**src/design/brb_ram.sv**
```systemverilog
// Generic simple dual-port RAM with registered read
module brb_ram #(
	parameter int WIDTH = 8,
	parameter int DEPTH = 16
) (
	input  logic                     clk,
	input  logic                     we,
	input  logic [$clog2(DEPTH)-1:0] waddr,
	input  logic [WIDTH-1:0]         wdata,
	input  logic                     re,
	input  logic [$clog2(DEPTH)-1:0] raddr,
	output logic [WIDTH-1:0]         rdata
);

	logic [WIDTH-1:0] mem_q [DEPTH];

	always_ff @(posedge clk) begin
		if (we) begin
			mem_q[waddr] <= wdata;
		end
		if (re) begin
			rdata <= mem_q[raddr];
		end
	end

endmodule

```
**config.mk**
```make
export PLATFORM = sky130hd
export DESIGN_NAME = brb_ram
export DESIGN_NICKNAME = d
export VERILOG_FILES = /design/src/design/brb_ram.sv
export SDC_FILE = /design/constraint.sdc
export NUM_CORES = 1
export LEC_CHECK = 0
export ABC_AREA = 1
export BUFFER_PORTS_ARGS = -buffer_cell sky130_fd_sc_hd__buf_2
export CORE_ASPECT_RATIO = 0.75
export CORE_UTILIZATION = 55
export DETAILED_ROUTE_END_ITERATION = 7
export PLACE_DENSITY = 0.75
export SYNTH_ARGS = -nofsm -noshare
export SYNTH_HDL_FRONTEND = slang
export SYNTH_SLANG_ARGS = --single-unit
```
**constraint.sdc**
```tcl
create_clock -name clk -period 1.2 [get_ports clk]
set_clock_uncertainty 0.2 [all_clocks]
set_input_delay 0.12 -clock clk [delete_from_list [all_inputs] [get_ports clk]]
set_output_delay 0.12 -clock clk [all_outputs]
set_load 0.03 [all_outputs]
```
==> Yosys cells after proc, flatten, opt, wreduce, memory -nomap -nowiden <==
Memory sizes are Yosys's and may differ from the RTL's. A register that Yosys moved wholly into a read port is not among the register bits.
Index checks and enable logic that the tools add are counted.
{ "word_totals": {"ff_bits": 0, "ramBits": 128, "n_memories": 1} }
{ "mem_list": {"columns": ["memory", "depth", "word_bits", "read_ports", "rd_clocked_by_memory_dff", "wr", "line_no", "text"], "rows": [
  ["mem_q", 16, 8, 1, 1, 1, "15", "logic [WIDTH-1:0] mem_q [DEPTH];"]
]} }
{ "classes": {"mux": 2} }
{ "op_table": {"columns": ["cell", "count"], "rows": [
  ["$mux 1", 2]
]} }

==> Depth between registers and ports, before layout <==
{ "logic_depth": {"depth_word": 2, "mapped_depth": 8, "ltp_nobuf": 7} }

==> Worst setup path after synthesis <==
OpenSTA, ideal clock, no wires.
{ "synth_path": {"path_type": "input-to-reg", "startpoint": "input port waddr[3]", "endpoint": "memory mem_q[4][0], enable pin", "setup_ps": 370, "t_arrival_ps": 701, "required_ps": 630, "path_slack_ps": -71, "cell_stages": 2, "cell_sequence": "nand3b_1 nor2_1"} }
{ "synth_lines": {"columns": ["item", "line_no", "text"], "rows": [
  ["start: declaration", "8", "input logic [$clog2(DEPTH)-1:0] waddr,"],
  ["end: declaration", "15", null]
]} }
No word-level cell before the write port.

==> Worst setup path after layout <==
{ "layout_path": {"startpoint": "register rdata[2] (read register of mem_q)", "endpoint": "output port rdata[2]"} }
{ "layout_lines": {"columns": ["item", "line_no", "text"], "rows": [
  ["start: declaration", "12", "output logic [WIDTH-1:0] rdata"]
]} }
No word-level cell between the ends.

==> flow_metrics.env <==
export IMPL_rsz0062_at_grt="true"
export IMPL_hold_depth=4
export IMPL_track_usage_pct=25.5
export IMPL_timing_rr_start="mem_q[15][5]"
export IMPL_crit_buf_inv=1
export IMPL_synth_xor_area_share_pct=0
export IMPL_grt_busiest_layer="met2"
export IMPL_synth_compound_area_share_pct=0
export IMPL_crit_path_max_incr_delay_ps=460
export IMPL_max_freq_ghz=0.728
export IMPL_peakVddDrop_mv=0.967
export IMPL_p_leak_uw=0.00312
export IMPL_switching_power_uw=2460
export IMPL_endpoint_kind="primary output"
export IMPL_ys_types=11
export IMPL_met2_usage_pct=37.5
export IMPL_die_h_um=91.3
export IMPL_postCtsSetupRepairBufs=0
export IMPL_finalWorstPathRequiredPeriod_ps=1370
export IMPL_final_antenna_net_count=0
export IMPL_layout_drive_gt1_share_pct=21.8
export IMPL_yosysSeqAreaShare_pct=69.8
export IMPL_vias_per_cell=5.27
export IMPL_grt_overflow_total=0
export IMPL_drtIter0Drc=485
export IMPL_numCtsBuffers=17
export IMPL_grt_max_degree=50
export IMPL_dpl_instance_area_sq_um=6280
export IMPL_finalHoldViolations=0
export IMPL_critical_path_class="reg -> out"
export IMPL_wl_per_cell_um=17.1
export IMPL_synthTopCellsByArea="edfxtp_1 (70%), nand2_1 (11%), nand3_1 (8.3%)"
export IMPL_syn_nets=570
export IMPL_p_per_area_nw_per_um2=1600
export IMPL_worstHoldStart="raddr[3]"
export IMPL_required_ps=880
export IMPL_cpLargestDelayFamily="flip-flops"
export IMPL_dp_cells=717
export IMPL_start_kind="register"
export IMPL_p_sw_share_pct=21.3
export IMPL_synth_top_family_by_area="simple AND/OR/NAND/NOR gates"
export IMPL_reg2reg_slack_ps=-100
export IMPL_synth_top_area_share_pct=69.8
export IMPL_die_area_sq_um=11100
export IMPL_drv_cap=0
export IMPL_cp_arrival_ps=1050
export IMPL_cts_sinks=136
export IMPL_dr_pass1_iters=6
export IMPL_r2r_cells=6
export IMPL_power_frac_comb_pct=7.0
export IMPL_power_frac_seq_pct=46.7
export IMPL_initial_core_util_pct=56.8
export IMPL_htreeDepth=4
export IMPL_syn_area_per_cell_sq_um=10.6
export IMPL_violations="negative setup slack"
export IMPL_antenna_cells=0
export IMPL_place_gp_congestion=0.849
export IMPL_period_share_pct=115
export IMPL_yosys_area_share_simple_pct=20.8
export IMPL_ys_warn_count=0
export IMPL_whs_ps=32.1
export IMPL_syn_area_sq_um=5850
export IMPL_slew_headroom_pct=49.9
export IMPL_dp_worst_setup_slack_ps=-277
export IMPL_ys_ff_latch=136
export IMPL_reg2reg_to="rdata[5]"
export IMPL_die_w_um=121
export IMPL_synth_adder_area_share_pct=0
export IMPL_final_area_sq_um=7220
export IMPL_global_route_usage_met1_pct=37.5
export IMPL_p_int_uw=9080
export IMPL_use_met3_pct=6.09
export IMPL_final_util_pct=70.2
export IMPL_tightest_slew_ps=751
export IMPL_port_buffer_count=26
export IMPL_pwr_share_clk_pct=46.3
export IMPL_insertion_delay_ps=410
export IMPL_worstPathCellList="buf_6"
export IMPL_fin_ws_ps=-175
export IMPL_via_count=4000
export IMPL_finalSetupViolations=16
export IMPL_cts_clk_slew_worst_paths_ps=60
export IMPL_synthCells=551
export IMPL_hpwl_mm=7.88
export IMPL_fin_cells=759
export IMPL_area_growth_pct=23.5
export IMPL_hp_class="in -> reg"
export IMPL_drv_slew=0
export IMPL_drc=0
export IMPL_muxShareOfSynthArea_pct=0
export IMPL_core_area_sq_um=10300
export IMPL_synth_top_area_cell="edfxtp_1"
export IMPL_critPathSlowestCell="edfxtp_1"
export IMPL_rows=32
export IMPL_min_to="rdata[7]"
export IMPL_outcome="finished, violations left"
export IMPL_antenna_found_initial=0
export IMPL_wirelength_mm=13.0
export IMPL_ctsLongestPathBuffers=2
export IMPL_nNetsFinal=629
export IMPL_cts_tree="done"
export IMPL_io_pins=27
export IMPL_grt_pass1_wl_mm=20.1
export IMPL_worstPathMaxFanout=1
export IMPL_cts_root_buf="clkbuf_16"
export IMPL_critical_path_depth=1
export IMPL_grt_pass1_vias=3762
-- synth_stat cells, drive strengths merged --
master  instances
buf            24
nand2         173
nor2           17
edfxtp        136
nand3          97
nand3b          2
inv           102
-- layout make-up --
cell class	instances	area, sq um
fillers	706	3070
well taps	136	170
clock buffers	18	429
flip-flops and latches	136	4080
inverters	102	383
multi-input cells	289	1410
repair buffers	64	566
clock inverters	14	181
-- cells in the final DEF (no fill, tap or decap) --
master | netlist | layout
nand2_1 | 173 | 165
inv_1 | 100 | 94
buf_6 | 6 | 8
edfxtp_1 | 136 | 136
clkinv_2 | 0 | 4
clkinvlp_4 | 0 | 1
buf_4 | 4 | 22
nand2_2 | 0 | 8
dlygate4sd3_1 | 0 | 10
bufinv_16 | 0 | 4
clkinv_4 | 0 | 3
nand3b_1 | 2 | 2
buf_12 | 0 | 6
clkbuf_1 | 0 | 1
nand3_2 | 0 | 32
buf_2 | 13 | 18
clkbuf_16 | 0 | 17
inv_2 | 2 | 8
nand3_1 | 97 | 65
clkinv_1 | 0 | 2
nor2_2 | 0 | 5
nor2_1 | 17 | 12
-- registers in the layout, indices dropped and copies added, names as in the netlist --
signal  flops
mem_q     128
rdata       8
-- through the flow --
stage          total power (uW)  TNS, ps
2_1_floorplan              5900    -6080
3_3_place_gp               6160    -9070
3_5_place_dp               6170   -11570
4_1_cts                   11500    -1410
5_1_grt                   11900    -2000
6_report                  11500    -1340
-- worst max path at each step --
stage,start,to,slack (ps)
detailed placement,raddr[1],rdata[5],-280
finish,rdata[2],rdata[2],-170
global route,rdata[4],rdata[4],-180
CTS,rdata[2],rdata[2],-180
global placement,raddr[1],rdata[5],-260
floorplan,waddr[2],mem_q[11][0],-70
-- power by group through the flow --
stage,registers [uW],clock network [uW],logic (uW)
finish,5390,5340,803
global route,5400,5580,872
CTS,5390,5380,763
detailed placement,5490,0,688
global placement,5480,0,673
floorplan,5520,0,378
-- per-layer routing --
layer  up-vias  part of all wire [%]  wire length (um)
met5         -                     0                 0
met4         0                   1.3               170
met3        16                    10              1340
met2       218                    44              5780
met1      1867                    44              5700
li1       1899                     -                 -
-- cells by family (layout without fill, tap and decap cells) --
| kind of cell | after synthesis | count (layout) |
|---|---|---|
| AND/OR/NAND/NOR | 289 | 289 |
| buffers and inverters | 126 | 198 |
| flip-flops | 136 | 136 |
-- timing repair --
action	in CTS	in global routing
hold buffers	10	0
endpoints found under the setup margin	16	16
pin swaps	23	16
hold endpoints to repair	139	0
gates resized for setup	28	34
Note: power is estimated with default switching activity, not from simulation.
