## config.mk

```make
export PLATFORM = sky130hd
export DESIGN_NAME = brb_cmdq
export DESIGN_NICKNAME = d
export VERILOG_FILES = /design/src/design/brb_pkg.sv /design/src/design/brb_cmdq.sv
export SDC_FILE = /design/constraint.sdc
export NUM_CORES = 1
export LEC_CHECK = 0
export BUFFER_PORTS_ARGS = -buffer_cell sky130_fd_sc_hd__buf_2
export CORE_MARGIN = 2
export CORE_UTILIZATION = 53
export CTS_BUF_LIST = sky130_fd_sc_hd__clkbuf_8
export DETAILED_ROUTE_END_ITERATION = 6
export GPL_TIMING_DRIVEN = 0
export PLACE_DENSITY = 0.89
export REMOVE_ABC_BUFFERS = 1
export SYNTH_ARGS = -nofsm -noshare
export SYNTH_HDL_FRONTEND = slang
export SYNTH_SLANG_ARGS = --single-unit
```

## constraint.sdc

```tcl
create_clock -name clk -period 1.59 [get_ports clk]
set_clock_uncertainty 0.05 [all_clocks]
set_input_delay 0.318 -clock clk [delete_from_list [all_inputs] [get_ports clk]]
set_output_delay 0.318 -clock clk [all_outputs]
set_load 0.01 [all_outputs]
```

## src/design/brb_pkg.sv

```systemverilog
// Shared constants, codes and types of the burst ring buffer
package brb_pkg;

	localparam int RING_DEPTH = 4096;
	localparam int MAX_BURST  = 64;

	localparam int IDX_W    = $clog2(RING_DEPTH);
	localparam int CNT_W    = IDX_W + 1;
	localparam int CAP_W    = 13;
	localparam int BURST_W  = 7;
	localparam int DATA_W   = 8;
	localparam int STATUS_W = 3;
	localparam int OP_W     = 2;
	localparam int WIDE_W   = ((CNT_W > BURST_W) ? CNT_W : BURST_W) + 2;

	localparam int CMDQ_DEPTH = 2;
	localparam int CMDQ_PTR_W = $clog2(CMDQ_DEPTH);
	localparam int OUT_DEPTH  = 4;
	localparam int OUT_PTR_W  = $clog2(OUT_DEPTH);
	localparam int OUT_OCC_W  = OUT_PTR_W + 1;

	localparam logic [OP_W-1:0] OP_HDR  = 2'd0;
	localparam logic [OP_W-1:0] OP_DATA = 2'd1;
	localparam logic [OP_W-1:0] OP_READ = 2'd2;

	localparam logic [STATUS_W-1:0] ST_OK     = 3'd0;
	localparam logic [STATUS_W-1:0] ST_HALF   = 3'd1;
	localparam logic [STATUS_W-1:0] ST_NOROOM = 3'd2;
	localparam logic [STATUS_W-1:0] ST_SHORT  = 3'd3;
	localparam logic [STATUS_W-1:0] ST_EMPTY  = 3'd4;

	// Command from the front to the back: a single status result or a read run
	typedef struct packed {
		logic                is_run;
		logic [STATUS_W-1:0] status;
		logic                flush;
		logic [BURST_W-1:0]  count;
	} cmd_t;

	typedef struct packed {
		logic              en;
		logic [IDX_W-1:0]  addr;
		logic [DATA_W-1:0] data;
	} mem_wr_t;

	typedef struct packed {
		logic [STATUS_W-1:0] status;
		logic [DATA_W-1:0]   data;
		logic                valid;
		logic                last;
	} res_t;

endpackage

```

## src/design/brb_cmdq.sv

```systemverilog
// Short command queue between the front and the back
module brb_cmdq (
	input  logic          clk,
	input  logic          arst_n,
	input  logic          push,
	input  brb_pkg::cmd_t din,
	output logic          full,
	input  logic          pop,
	output brb_pkg::cmd_t dout,
	output logic          empty
);

	localparam int PtrW = brb_pkg::CMDQ_PTR_W;

	brb_pkg::cmd_t    slot_q [brb_pkg::CMDQ_DEPTH];
	logic [PtrW-1:0]  wr_ptr_q;
	logic [PtrW-1:0]  rd_ptr_q;
	logic [PtrW:0]    occ_q;

	assign full  = (occ_q == (PtrW + 1)'(brb_pkg::CMDQ_DEPTH));
	assign empty = (occ_q == '0);
	assign dout  = slot_q[rd_ptr_q];

	always_ff @(posedge clk) begin
		if (push) begin
			slot_q[wr_ptr_q] <= din;
		end
	end

	always_ff @(posedge clk or negedge arst_n) begin
		if (!arst_n) begin
			wr_ptr_q <= '0;
			rd_ptr_q <= '0;
			occ_q    <= '0;
		end else begin
			if (push) begin
				wr_ptr_q <= wr_ptr_q + PtrW'(1);
			end
			if (pop) begin
				rd_ptr_q <= rd_ptr_q + PtrW'(1);
			end
			if (push && !pop) begin
				occ_q <= occ_q + (PtrW + 1)'(1);
			end else if (pop && !push) begin
				occ_q <= occ_q - (PtrW + 1)'(1);
			end
		end
	end

endmodule

```

Word-level counts from Yosys, hierarchy flattened

Memory sizes are Yosys's and may differ from the RTL's.
Cells that the tools add are included.

Bits in registers: 4
Memory bits (writable): 24
Input port bits: 16
Word-level logic and storage cells: 19
Memories kept: 1

Add/sub/neg operators: 4
Equal/unequal tests: 1
Multiplexer cells: 4
Reduce and logical (&&, ||, !) cells: 6

Memory list:

| memory | depth | bits a word | read ports | clocked after Yosys merged registers in | write ports | line           | text |
|---|---|---|---|---|---|---|---|
| slot_q | 2     | 12          | 1          | 0                                       | 1           | brb_cmdq.sv:15 | `brb_pkg::cmd_t slot_q [brb_pkg::CMDQ_DEPTH];` |

Operator list:

| kind                                                                | count |
|---|---|
| 2-bit two-way mux                                                   | 2 |
| 1-bit adder (second input constant)                                 | 2 |
| 2-bit by 1-bit adder with 2-bit output (second input constant)      | 1 |
| 2-bit == test (second input constant)                               | 1 |
| 1-bit logical AND                                                   | 2 |
| 1-bit zero test                                                     | 2 |
| 2-bit zero test                                                     | 1 |
| 1-bit two-way mux                                                   | 2 |
| 2-bit nonzero test                                                  | 1 |
| 2-bit by 1-bit subtractor with 2-bit output (second input constant) | 1 |

Logic depth before layout (Yosys ltp)

Depth after elaboration: 4
Mapped depth: 5
Mapped depth without buffers: 5

Least setup slack after synthesis

Ideal clock, no wire load.

Path type: register to register
Start point: reg wr_ptr_q
End point: mem slot_q[0][0] in the netlist's numbering (enable)
Setup time: 0.382 ns
Arrival: 0.963 ns
Required time: 1.158 ns
Setup slack: 0.195 ns
Stages on the path, launching flop included: 2
Buffers on the path: 0
Cell sequence: dfrtp_1 > nor2b_1

RTL lines:

| element                  | line           | text |
|---|---|---|
| start: declaration       | brb_cmdq.sv:16 | `logic [PtrW-1:0] wr_ptr_q;` |
| start signal: assignment | brb_cmdq.sv:37 | `wr_ptr_q <= wr_ptr_q + PtrW'(1);` |
| end: declaration         | brb_cmdq.sv:15 |  |

No word-level cell before the write port.

==> results.cfg <==
[outcome]
status = complete, but fails checks
violations = setup timing

[detailed_routing]
drc = 0
drt_iter0_drc = 9
first_pass_iters = 4
viasPerCell = 4.862
antenna_left = 0
wl_per_cell_um = 14.28
routed_wl_mm = 1.657
vias = 564

[grt]
grt_pass1_wl_mm = 2.415
grt_max_degree = 17
grt_use_total = 0.1447
grt_pass1_vias = 543
overflow = 0
grt_antenna_before_repair = 0

[pwr]
vdd_drop_max_mv = 1.183
power_density_nw_per_um2 = 1784
leakagePower_uw = 0.0006007
fin_total_pwr_uw = 2582

[final_layout]
drive_gt1_frac = 0.5618
antennaDiodeCount = 0
final_common_cell = edfxtp_1
fillers = 127
stdcell_area_um2 = 1448
final_nets = 107
areaGrowthSynthToFinish_pct = 33.14
final_cell_mix = 24 x edfxtp_1, 17 x buf_2, 14 x buf_6

[synth]
synth_top_family_by_area = multiplexers
netlist_instances = 53
syn_area_um2 = 1087
muxShareOfSynthArea = 0.1554
yosys.area.top_type = edfxtp_1
yosysWarningCount = 0
ys_seq_area_frac = 0.7549
synth_xor_xnor_area_share = 0.04028
synth_adder_area_share = 0.01151
yosys.area_share.simple = 0.02417
synth-seq-cells = 28
synth_cell_types = 12
syn_area_per_cell_um2 = 20.51
synth-compound-area-share = 0
synth.area.top_cells = edfxtp_1 66%, mux2_4 12%, dfrtp_1 9.2%
synth_top_area_share = 0.6628

[clock_network]
clockBufferDepth = 2
cts.sink_count = 28
worstSkewPairLatency_ns = 0.26
root_buffer = clkbuf_8
cts_buffers = 3
cts.clk_slew.worst_paths_ns = 0.08
cts_tree = yes
ctsHtreeMaxLevel = 1

[sta]
finalSetupTns_ns = -1.226
relSlewSlack = 0.5997
period_needed_ns = 1.709
fin_ws_ns = -0.1193
finalCritPeriodShare = 1.075
rsz0062_at_grt = yes
finalHoldViolCount = 0
worst_pin_slew_ns = 0.5978
setup_viol = 12
drv_slew = 0
timing.hold.ws_ns = 0.1838
max_freq_mhz = 585.0

[setup_path]
crit_family = flip-flops
timing.rr.start = wr_ptr_q
cp-start-kind = flip-flop
cp_slowest_stage_delay_ns = 0.50
crit_path_start = rd_ptr_q
critPathMaxFanout = 6
slowest_stage = dfrtp_4
path_buf_inv = 2
critPathRequiredTime_ns = 1.22
critical_path_arrival_ns = 1.34
critical_path.most_common_cell = buf_6
criticalPathCategory = reg -> out
crit_path_end_kind = output pin
cp_cell_sequence = buf_6, mux2_4, buf_6

[floorplanning]
io_pins = 30
die_w_um = 49.30
chipHeight_um = 49.30
dieArea_um2 = 2430
coreArea_um2 = 1942
initial_core_util = 0.5599
num_rows = 16

[flow_run]
maxCapViolCount = 0

[place]
portBuffers = 29
gp_congestion = 0.5817
place_area_um2 = 1255

[min_path]
hp-start = din[11]
hold_path_class = in -> reg
## layout make-up
| type | count | area [µm²] | share of cell area |
|---|---|---|---|
| inverter | 1 | 3.754 | 0.002593 |
| timing repair buffer | 33 | 260.3 | 0.1798 |
| clock inverter | 1 | 30.03 | 0.02074 |
| sequential | 28 | 824.5 | 0.5696 |
| multi-input combinational | 23 | 254.0 | 0.1755 |
| tap | 27 | 33.78 | 0.02334 |
| clock buffer | 3 | 41.29 | 0.02852 |
## synthesized netlist by cell type, drive strengths merged
cell type,n
xnor2,1
dfrtp,4
mux2,12
ha,1
and2,1
xor2,4
inv,1
edfxtp,24
nor2b,2
buf,1
nor2,2
## what timing repair did
| item | in CTS | in global routing |
|---|---|---|
| endpoints found under the setup margin | 24 | 12 |
| hold endpoints to repair | 4 | 0 |
| gates resized for setup | 12 | 5 |
| hold buffers | 1 | 0 |
| cloned | 0 | 0 |
| setup buffers | 0 | 3 |
## cell families after synthesis
group                      Yosys count
xor gates and xnor gates             5
adders and majority gates            1
buffers and inverters                2
DFF                                 28
muxes                               12
and+or+nand+nor                      5
## worst paths after layout
kind                                 endpoint  slack [ns]  cells past startpoint
worst min register to register       wr_ptr_q        0.46                      1
min in group asynchronous            rd_ptr_q        0.32                      2
max in group asynchronous            rd_ptr_q        1.03                      2
worst max register to register  slot_q[0][10]        0.26                      1
worst min-delay path            slot_q[0][11]        0.18                      1
worst max-delay path                  dout[9]       -0.12                      3
## sequential cells by signal, indices dropped and copies added, names as in the netlist
signal,count
occ_q,2
wr_ptr_q,1
slot_q,24
rd_ptr_q,1
## metal layers
| layer | share of wire | vias up | global-route usage |
|---|---|---|---|
| met5 | 0 | - | 0 |
| met2 | 0.54 | 24 | 0.2635 |
| met4 | 0.020 | 0 | 0.08571 |
| met1 | 0.39 | 270 | 0.1486 |
| li1 | - | 267 | - |
| met3 | 0.051 | 3 | 0.03374 |
## power by group
part	switching, µW	internal, µW	total [µW]
clock	196	337	533
sequential	86.1	1000	1090
combinational	392	571	963
total	674	1910	2580
## per-stage QoR
| stage | util | instances | setup WS [ns] |
|---|---|---|---|
| floorplan | - | 52 | 0.1326 |
| global placement | 0.6463 | 108 | -0.1228 |
| detailed placement | 0.6463 | 108 | -0.1363 |
| CTS | 0.7204 | 113 | -0.1342 |
| global route | 0.7455 | 116 | -0.1489 |
| finish | 0.7455 | 116 | -0.1193 |
Power figures use the tool's default switching activity.
