$ cat src/design/brb_pkg.sv
// Shared constants, codes and types of the burst ring buffer
package brb_pkg;

	localparam int RING_DEPTH = 4096;
	localparam int MAX_BURST  = 64;

	localparam int IDX_W    = $clog2(RING_DEPTH);
	localparam int CNT_W    = IDX_W + 1;
	localparam int CAP_W    = 13;
	localparam int BURST_W  = 7;
	localparam int DATA_W   = 8;
	localparam int STATUS_W = 3;
	localparam int OP_W     = 2;
	localparam int WIDE_W   = ((CNT_W > BURST_W) ? CNT_W : BURST_W) + 2;

	localparam int CMDQ_DEPTH = 2;
	localparam int CMDQ_PTR_W = $clog2(CMDQ_DEPTH);
	localparam int OUT_DEPTH  = 4;
	localparam int OUT_PTR_W  = $clog2(OUT_DEPTH);
	localparam int OUT_OCC_W  = OUT_PTR_W + 1;

	localparam logic [OP_W-1:0] OP_HDR  = 2'd0;
	localparam logic [OP_W-1:0] OP_DATA = 2'd1;
	localparam logic [OP_W-1:0] OP_READ = 2'd2;

	localparam logic [STATUS_W-1:0] ST_OK     = 3'd0;
	localparam logic [STATUS_W-1:0] ST_HALF   = 3'd1;
	localparam logic [STATUS_W-1:0] ST_NOROOM = 3'd2;
	localparam logic [STATUS_W-1:0] ST_SHORT  = 3'd3;
	localparam logic [STATUS_W-1:0] ST_EMPTY  = 3'd4;

	// Command from the front to the back: a single status result or a read run
	typedef struct packed {
		logic                is_run;
		logic [STATUS_W-1:0] status;
		logic                flush;
		logic [BURST_W-1:0]  count;
	} cmd_t;

	typedef struct packed {
		logic              en;
		logic [IDX_W-1:0]  addr;
		logic [DATA_W-1:0] data;
	} mem_wr_t;

	typedef struct packed {
		logic [STATUS_W-1:0] status;
		logic [DATA_W-1:0]   data;
		logic                valid;
		logic                last;
	} res_t;

endpackage

$ cat src/design/brb_back.sv
// Back: runs commands, reads bytes from the ring and queues results
module brb_back (
	input  logic                        clk,
	input  logic                        arst_n,
	input  logic [brb_pkg::CNT_W-1:0]   cap,
	input  brb_pkg::cmd_t               head,
	input  logic                        head_valid,
	output logic                        head_pop,
	output logic                        ram_re,
	output logic [brb_pkg::IDX_W-1:0]   ram_raddr,
	input  logic [brb_pkg::DATA_W-1:0]  ram_rdata,
	output logic                        empty,
	input  logic                        pop,
	output logic [brb_pkg::STATUS_W-1:0] status,
	output logic [brb_pkg::DATA_W-1:0]  data_out,
	output logic                        data_valid,
	output logic                        last
);

	localparam int IdxW   = brb_pkg::IDX_W;
	localparam int CntW   = brb_pkg::CNT_W;
	localparam int BurstW = brb_pkg::BURST_W;
	localparam int PtrW   = brb_pkg::OUT_PTR_W;
	localparam int OccW   = brb_pkg::OUT_OCC_W;

	logic [IdxW-1:0]             rd_idx_q;
	logic [BurstW-1:0]           done_q;
	logic                        s1_valid_q;
	logic                        s1_data_s1;
	logic [brb_pkg::STATUS_W-1:0] s1_status_s1;
	logic                        s1_last_s1;
	brb_pkg::res_t               out_q [brb_pkg::OUT_DEPTH];
	logic [PtrW-1:0]             wr_ptr_q;
	logic [PtrW-1:0]             rd_ptr_q;
	logic [OccW-1:0]             occ_q;

	logic [CntW-1:0]   rd_inc;
	logic [IdxW-1:0]   rd_next;
	logic [BurstW-1:0] done_inc;
	logic              run_last;
	logic              credit;
	logic              fire;
	logic              out_pop;
	brb_pkg::res_t     res_in;

	always_comb begin
		rd_inc   = {1'b0, rd_idx_q} + CntW'(1);
		rd_next  = (rd_inc >= cap) ? '0 : rd_inc[IdxW-1:0];
		done_inc = done_q + BurstW'(1);
		run_last = (done_inc == head.count);
		// count the beat in flight so the result queue never overflows
		credit   = ((occ_q + OccW'(s1_valid_q)) < OccW'(brb_pkg::OUT_DEPTH));
		fire     = head_valid && credit;
		head_pop = fire && (!head.is_run || run_last);
		ram_re   = fire && head.is_run;
		ram_raddr = rd_idx_q;
		out_pop  = pop && !empty;

		res_in.status = s1_status_s1;
		res_in.data   = s1_data_s1 ? ram_rdata : '0;
		res_in.valid  = s1_data_s1;
		res_in.last   = s1_last_s1;
	end

	assign empty      = (occ_q == '0);
	assign status     = out_q[rd_ptr_q].status;
	assign data_out   = out_q[rd_ptr_q].data;
	assign data_valid = out_q[rd_ptr_q].valid;
	assign last       = out_q[rd_ptr_q].last;

	always_ff @(posedge clk) begin
		if (fire) begin
			s1_data_s1   <= head.is_run;
			s1_status_s1 <= head.status;
			s1_last_s1   <= !head.is_run || run_last;
		end
		if (s1_valid_q) begin
			out_q[wr_ptr_q] <= res_in;
		end
	end

	always_ff @(posedge clk or negedge arst_n) begin
		if (!arst_n) begin
			rd_idx_q   <= '0;
			done_q     <= '0;
			s1_valid_q <= 1'b0;
			wr_ptr_q   <= '0;
			rd_ptr_q   <= '0;
			occ_q      <= '0;
		end else begin
			s1_valid_q <= fire;
			if (fire) begin
				if (head.is_run) begin
					rd_idx_q <= rd_next;
					done_q   <= run_last ? '0 : done_inc;
				end else if (head.flush) begin
					rd_idx_q <= '0;
				end
			end
			if (s1_valid_q) begin
				wr_ptr_q <= wr_ptr_q + PtrW'(1);
			end
			if (out_pop) begin
				rd_ptr_q <= rd_ptr_q + PtrW'(1);
			end
			if (s1_valid_q && !out_pop) begin
				occ_q <= occ_q + OccW'(1);
			end else if (out_pop && !s1_valid_q) begin
				occ_q <= occ_q - OccW'(1);
			end
		end
	end

endmodule

$ cat config.mk
export PLATFORM = sky130hd
export DESIGN_NAME = brb_back
export DESIGN_NICKNAME = d
export VERILOG_FILES = /design/src/design/brb_pkg.sv /design/src/design/brb_back.sv
export SDC_FILE = /design/constraint.sdc
export NUM_CORES = 1
export LEC_CHECK = 0
export BUFFER_PORTS_ARGS = -buffer_cell sky130_fd_sc_hd__clkbuf_2
export CELL_PAD_IN_SITES_DETAIL_PLACEMENT = 1
export CELL_PAD_IN_SITES_GLOBAL_PLACEMENT = 1
export CORE_ASPECT_RATIO = 0.9
export CORE_MARGIN = 10
export CORE_UTILIZATION = 40
export DETAILED_ROUTE_END_ITERATION = 16
export MAX_ROUTING_LAYER = met4
export PLACE_DENSITY = 0.83
export SLEW_MARGIN = 20
export SYNTH_ARGS = -nofsm -noshare
export SYNTH_HDL_FRONTEND = slang
export SYNTH_SLANG_ARGS = --single-unit
$ cat constraint.sdc
create_clock -name clk -period 2.55 [get_ports clk]
set_input_delay 0.6375 -clock clk [delete_from_list [all_inputs] [get_ports clk]]
set_output_delay 0.6375 -clock clk [all_outputs]
set_load 0.1 [all_outputs]
-- Word level (Yosys, flattened, before mapping)
Memory sizes are Yosys's and may differ from the RTL's.
Index checks and enable logic that the tools add are counted.
- flip-flop bits (word level): 32
- bits in latches: 0
- RAM bits: 52
- ROM bits: 0
- output and inout port bits: 28
- memories: 1
- add/subtract/negate cells: 7
- multiply operators: 0
- div/mod/pow operators: 0
- $lt $le $gt $ge: 2
- equal/unequal tests: 1
- shifts and indexed selects: 0
- multiplexer cells: 9
- bitwise operators: 0
- reductions and logical operators: 16
- memory list (memory ; depth ; bits a word ; read ports ; clocked after memory_dff ; write ports ; line ; RTL):
    out_q ; 4 ; 13 ; 1 ; 0 ; 1 ; brb_back.sv:32 ; brb_pkg::res_t out_q [brb_pkg::OUT_DEPTH];
- operators by type and width (kind ; count):
    12-bit two-way mux ; 3
    12-bit by 1-bit adder with 13-bit output, second input constant ; 1
    13-bit greater-or-equal comparator ; 1
    8-bit two-way mux ; 1
    7-bit by 1-bit adder with 7-bit output, second input constant ; 1
    7-bit equality test ; 1
    7-bit two-way mux ; 1
    1-bit logical AND ; 6
    3-bit two-way mux ; 2
    2-bit by 1-bit adder with 2-bit output, second input constant ; 2
    1-bit zero test ; 4
    2-bit AND reduction ; 2
    2-bit nonzero test ; 2
    3-bit by 1-bit adder with 3-bit output ; 1
    3-bit by 1-bit adder with 3-bit output, second input constant ; 1
    3-bit zero test ; 1
    3-bit < comparator, second input constant ; 1
    3-bit by 1-bit subtractor with 3-bit output, second input constant ; 1
    1-bit two-way mux ; 2
    1-bit logical OR ; 1

-- Depth between registers and ports, before layout
- depth after elaboration: 6
- mapped depth: 10
- mapped depth without buffers: 10

-- Least setup slack after synthesis
Ideal clock, no wire load.
- path kind: register to register
- from: reg occ_q[0]
- to: reg occ_q[2]
- setup time: 0.079 ns
- arrival: 3.863 ns
- required time: 2.471 ns
- slack: -1.392 ns
- stages on the path, launching flop included: 9
- path buffers: 0
- period minus slack after synthesis: 3.942 ns
- cell sequence: dfrtp_1 -> nor3_1 -> nand2b_1 -> ha_1 -> inv_1 -> fa_1 -> xor2_1 -> nor2_1 -> xor2_1
- word-level cells in the longest chain between the ends: 6
- ends and longest elaborated chain (element ; line ; RTL):
    start: declaration ; brb_back.sv:35 ; logic [OccW-1:0] occ_q;
    start signal: assignment ; brb_back.sv:107 ; occ_q <= occ_q + OccW'(1);
    start signal: assignment ; brb_back.sv:109 ; occ_q <= occ_q - OccW'(1);
    3-bit zero test (*) ; brb_back.sv:65 ; assign empty = (occ_q == '0);
    net empty ; brb_back.sv:12 ; output logic empty,
    1-bit zero test (*) ; brb_back.sv:57 ; out_pop = pop && !empty;
    1-bit logical AND (*) ; brb_back.sv:57 ;
    1-bit zero test ; brb_back.sv:106 ; if (s1_valid_q && !out_pop) begin
    1-bit logical AND ; brb_back.sv:106 ;
    3-bit two-way mux / 2-bit nonzero test (equally long branches) ; n/a ;
The timed path passes the listed nets; every way through them passes the cells marked *. The select of a mux whose other input is x is not followed.
A chain may end at the register's enable or synchronous reset.

-- Worst setup path after layout
- from: reg done_q[1]
- to: out head_pop
- word-level cells in the longest chain between the ends: 4
- ends and longest elaborated chain (element ; line ; RTL):
    start: declaration ; brb_back.sv:27 ; logic [BurstW-1:0] done_q;
    start signal: assignment ; brb_back.sv:95 ; done_q <= run_last ? '0 : done_inc;
    7-bit by 1-bit adder with 7-bit output ; brb_back.sv:49 ; done_inc = done_q + BurstW'(1);
    7-bit equality test ; brb_back.sv:50 ; run_last = (done_inc == head.count);
    1-bit logical OR ; brb_back.sv:54 ; head_pop = fire && (!head.is_run || run_last);
    1-bit logical AND ; brb_back.sv:54 ;
    end: declaration ; brb_back.sv:8 ; output logic head_pop,
Every way passes these cells.

==> results.json <==
{
  "seq_area_frac_synth_pct": 57.9,
  "cp_max_fo": 2,
  "ant_nets": 0,
  "regToRegSetupSlack_ns": -0.15,
  "fmax_mhz": 346,
  "diodes": 0,
  "crit_type": "reg -> out",
  "syn_avg_cell_area_um2": 13.6,
  "slew_headroom_pct": 27.6,
  "ys_types": 51,
  "die_h_um": 116,
  "ys.flop_type": "edfxtp_1",
  "yosys.area.top_type": "edfxtp_1",
  "dpl_cell_area_mm2": 0.00519,
  "p_leak_nw": 2.48,
  "cts.clk_slew.worst_paths_ns": 0.07,
  "htreeDepth": 3,
  "setup_slack_ns": -0.343,
  "final_nets": 484,
  "cp_data_required_time_ns": 1.91,
  "async_flop_share_pct": 32.1,
  "ys_ff_latch": 84,
  "arrival_ns": 2.26,
  "dp_cells": 524,
  "powerDensity_mw_per_mm2": 1150,
  "synth_edf_count": 57,
  "crit_path_end_kind": "output pin",
  "std_cell_rows": 35,
  "slew_viol_final": 0,
  "status": "finished with violations",
  "io_pins": 65,
  "gp_congestion": 0.775,
  "cts_num_sinks": 84,
  "finalCriticalPeriod_ns": 2.89,
  "grtUsageTotal_pct": 15.3,
  "grt_start_max_net_pins": 28,
  "worstMarginPinSlew_ns": 1.08,
  "drt-initial-drc-count": 151,
  "drcViolationCount": 0,
  "start_util_pct": 40.6,
  "area_growth_pct": 43.1,
  "cts_buffers": 9,
  "dp_hpwl_um": 7760,
  "cp-endpoint": "head_pop",
  "r2r-end": "ram_raddr[3]$_DFFE_PN0P_",
  "finalInstanceArea_mm2": 0.00590,
  "skew_ns": 0.00956,
  "vdd_ir_drop_max_v": 0.00113,
  "startpoint": "done_q[1]$_DFFE_PN0P_",
  "period_share_pct": 113,
  "grt_pass1_vias": 3346,
  "finalSetupViolCount": 13,
  "dpl_worst_slack_ns": -0.152,
  "syn_area_mm2": 0.00413,
  "final_util_pct": 58.1,
  "dieWidth_um": 127,
  "clk_latency_ns": 0.34,
  "ff2ff_path_depth": 12,
  "whs_ns": 0.348,
  "netlist_instances": 304,
  "core_area_mm2": 0.0102,
  "synth_nets": 363,
  "antenna_found_initial": 0,
  "wl_um": 11400,
  "startpoint_type": "flip-flop",
  "viasPerCell": 5.18,
  "yosys-top-cells-area": "edfxtp_1 41%, dfrtp_1 16%, mux4_2 7.1%",
  "synth_top_area_share_pct": 41.5,
  "wire_per_inst_um": 20.5,
  "hold_viol": 0,
  "clockBufferDepth": 2,
  "final_common_cell": "edfxtp_1",
  "drive_above_1_share_pct": 48.6,
  "port_buffers": 64,
  "grt_overflow": 0,
  "cts_tree": "done",
  "clockRootBuffer": "clkbuf_16",
  "yosys_warnings": 0,
  "r2r-start": "ram_raddr[2]$_DFFE_PN0P_",
  "layout_common_cells": "57 x edfxtp_1, 49 x clkbuf_2, 46 x buf_4",
  "grt_pass1_wl_um": 17300,
  "maxCapViolCount": 0,
  "grt_setup_unrepaired": "true",
  "final_cell_count_no_fill": 559,
  "hold_class": "in -> async",
  "die_area_mm2": 0.0148,
  "drt_pass1_iterations": 4,
  "failed_checks": "setup timing",
  "dr_total_vias": 2898
}
[where the power goes]
part / switching (W) / total (W) / internal, W
clock: 0.000561 / 0.00123 / 0.000673
combinational: 0.00212 / 0.00355 / 0.00143
sequential: 0.000245 / 0.00202 / 0.00177
[final cells by class]
cell class,count,area (um2)
fillers,1018,4260
flip-flops and latches,84,2420
multi-input cells,191,1950
clock buffers,9,225
repair buffers,120,1020
inverters,19,71.3
clock inverters,7,57.6
well taps,129,161
[metrics by stage]
stage          TNS [ns]  power (W)
3_3_place_gp     -0.241    0.00526
6_report          -1.95    0.00680
5_1_grt           -3.05    0.00712
4_1_cts          -0.770    0.00676
3_5_place_dp      -1.02    0.00539
2_1_floorplan     -2.69    0.00418
[what timing repair did]
item	4_1_cts	5_1_grt
hold buffers	0	0
pin swaps	36	14
gates resized for setup	33	16
setup endpoints to repair	13	14
setup buffers	9	10
[flip-flops by register name, summed over array words and instances (netlist names)]
signal and flops:
s1_valid_q 1, ram_raddr 12, s1_status_s1 3, occ_q 3, wr_ptr_q 2, s1_last_s1 1
out_q 52, s1_data_s1 1, done_q 7, rd_ptr_q 2
[worst min path at each step]
| stage | from | to | cells past startpoint |
|---|---|---|---|
| 2_1_floorplan | arst_n | done_q[0]$_DFFE_PN0P_ | 0 |
| 3_3_place_gp | s1_status_s1[0]$_DFFE_PP_ | out_q[1][10]$_DFFE_PP_ | 0 |
| 3_5_place_dp | s1_status_s1[1]$_DFFE_PP_ | out_q[1][11]$_DFFE_PP_ | 0 |
| 5_1_grt | arst_n | ram_raddr[7]$_DFFE_PN0P_ | 1 |
| 6_report | arst_n | ram_raddr[7]$_DFFE_PN0P_ | 1 |
| 4_1_cts | arst_n | ram_raddr[5]$_DFFE_PN0P_ | 1 |
[critical path, cell delays in order, from the launching register on]
cell and delay [ns]:
dfrtp_1 0.42, ha_4 0.28, xnor2_1 0.11, nand2_1 0.08
or4_4 0.56, o21ai_4 0.14, and2_4 0.16, buf_12 0.17
[kinds of logic (layout without fill, tap and decap cells)]
kind of cell | Yosys count | in the layout | synth area share [%]
compound gates | 43 | 43 | 7.58
buf+inv | 29 | 155 | 3.18
mux | 15 | 15 | 7.64
flops | 84 | 84 | 57.9
xor+xnor | 23 | 23 | 5.06
fa+ha+maj | 22 | 22 | 6.85
simple gates | 88 | 88 | 11.8
[routing by layer]
layer	vias to the layer above	wire length, um	global-route usage, %
li1	1366	-	-
met1	1447	4750	16.2
met2	71	6180	28.7
met3	14	347	3.27
met4	0	168	3.41
met5	-	0	-
[synthesized netlist by cell type (4+ instances only)]
library cell   n
nand2_1       27
and2_1        16
dfrtp_1       27
nor3_1         4
inv_1         19
xnor2_1       14
and3_1         5
nand3_1        7
o21ai_1        4
xor2_1         8
nor2_1         7
mux4_2        13
ha_1          21
clkbuf_1       4
edfxtp_1      57
a21oi_1        4
a22o_1         8
nand4_1        4
a21o_1         4
o21ai_0        6
Note: power is estimated with default switching activity, not from simulation.
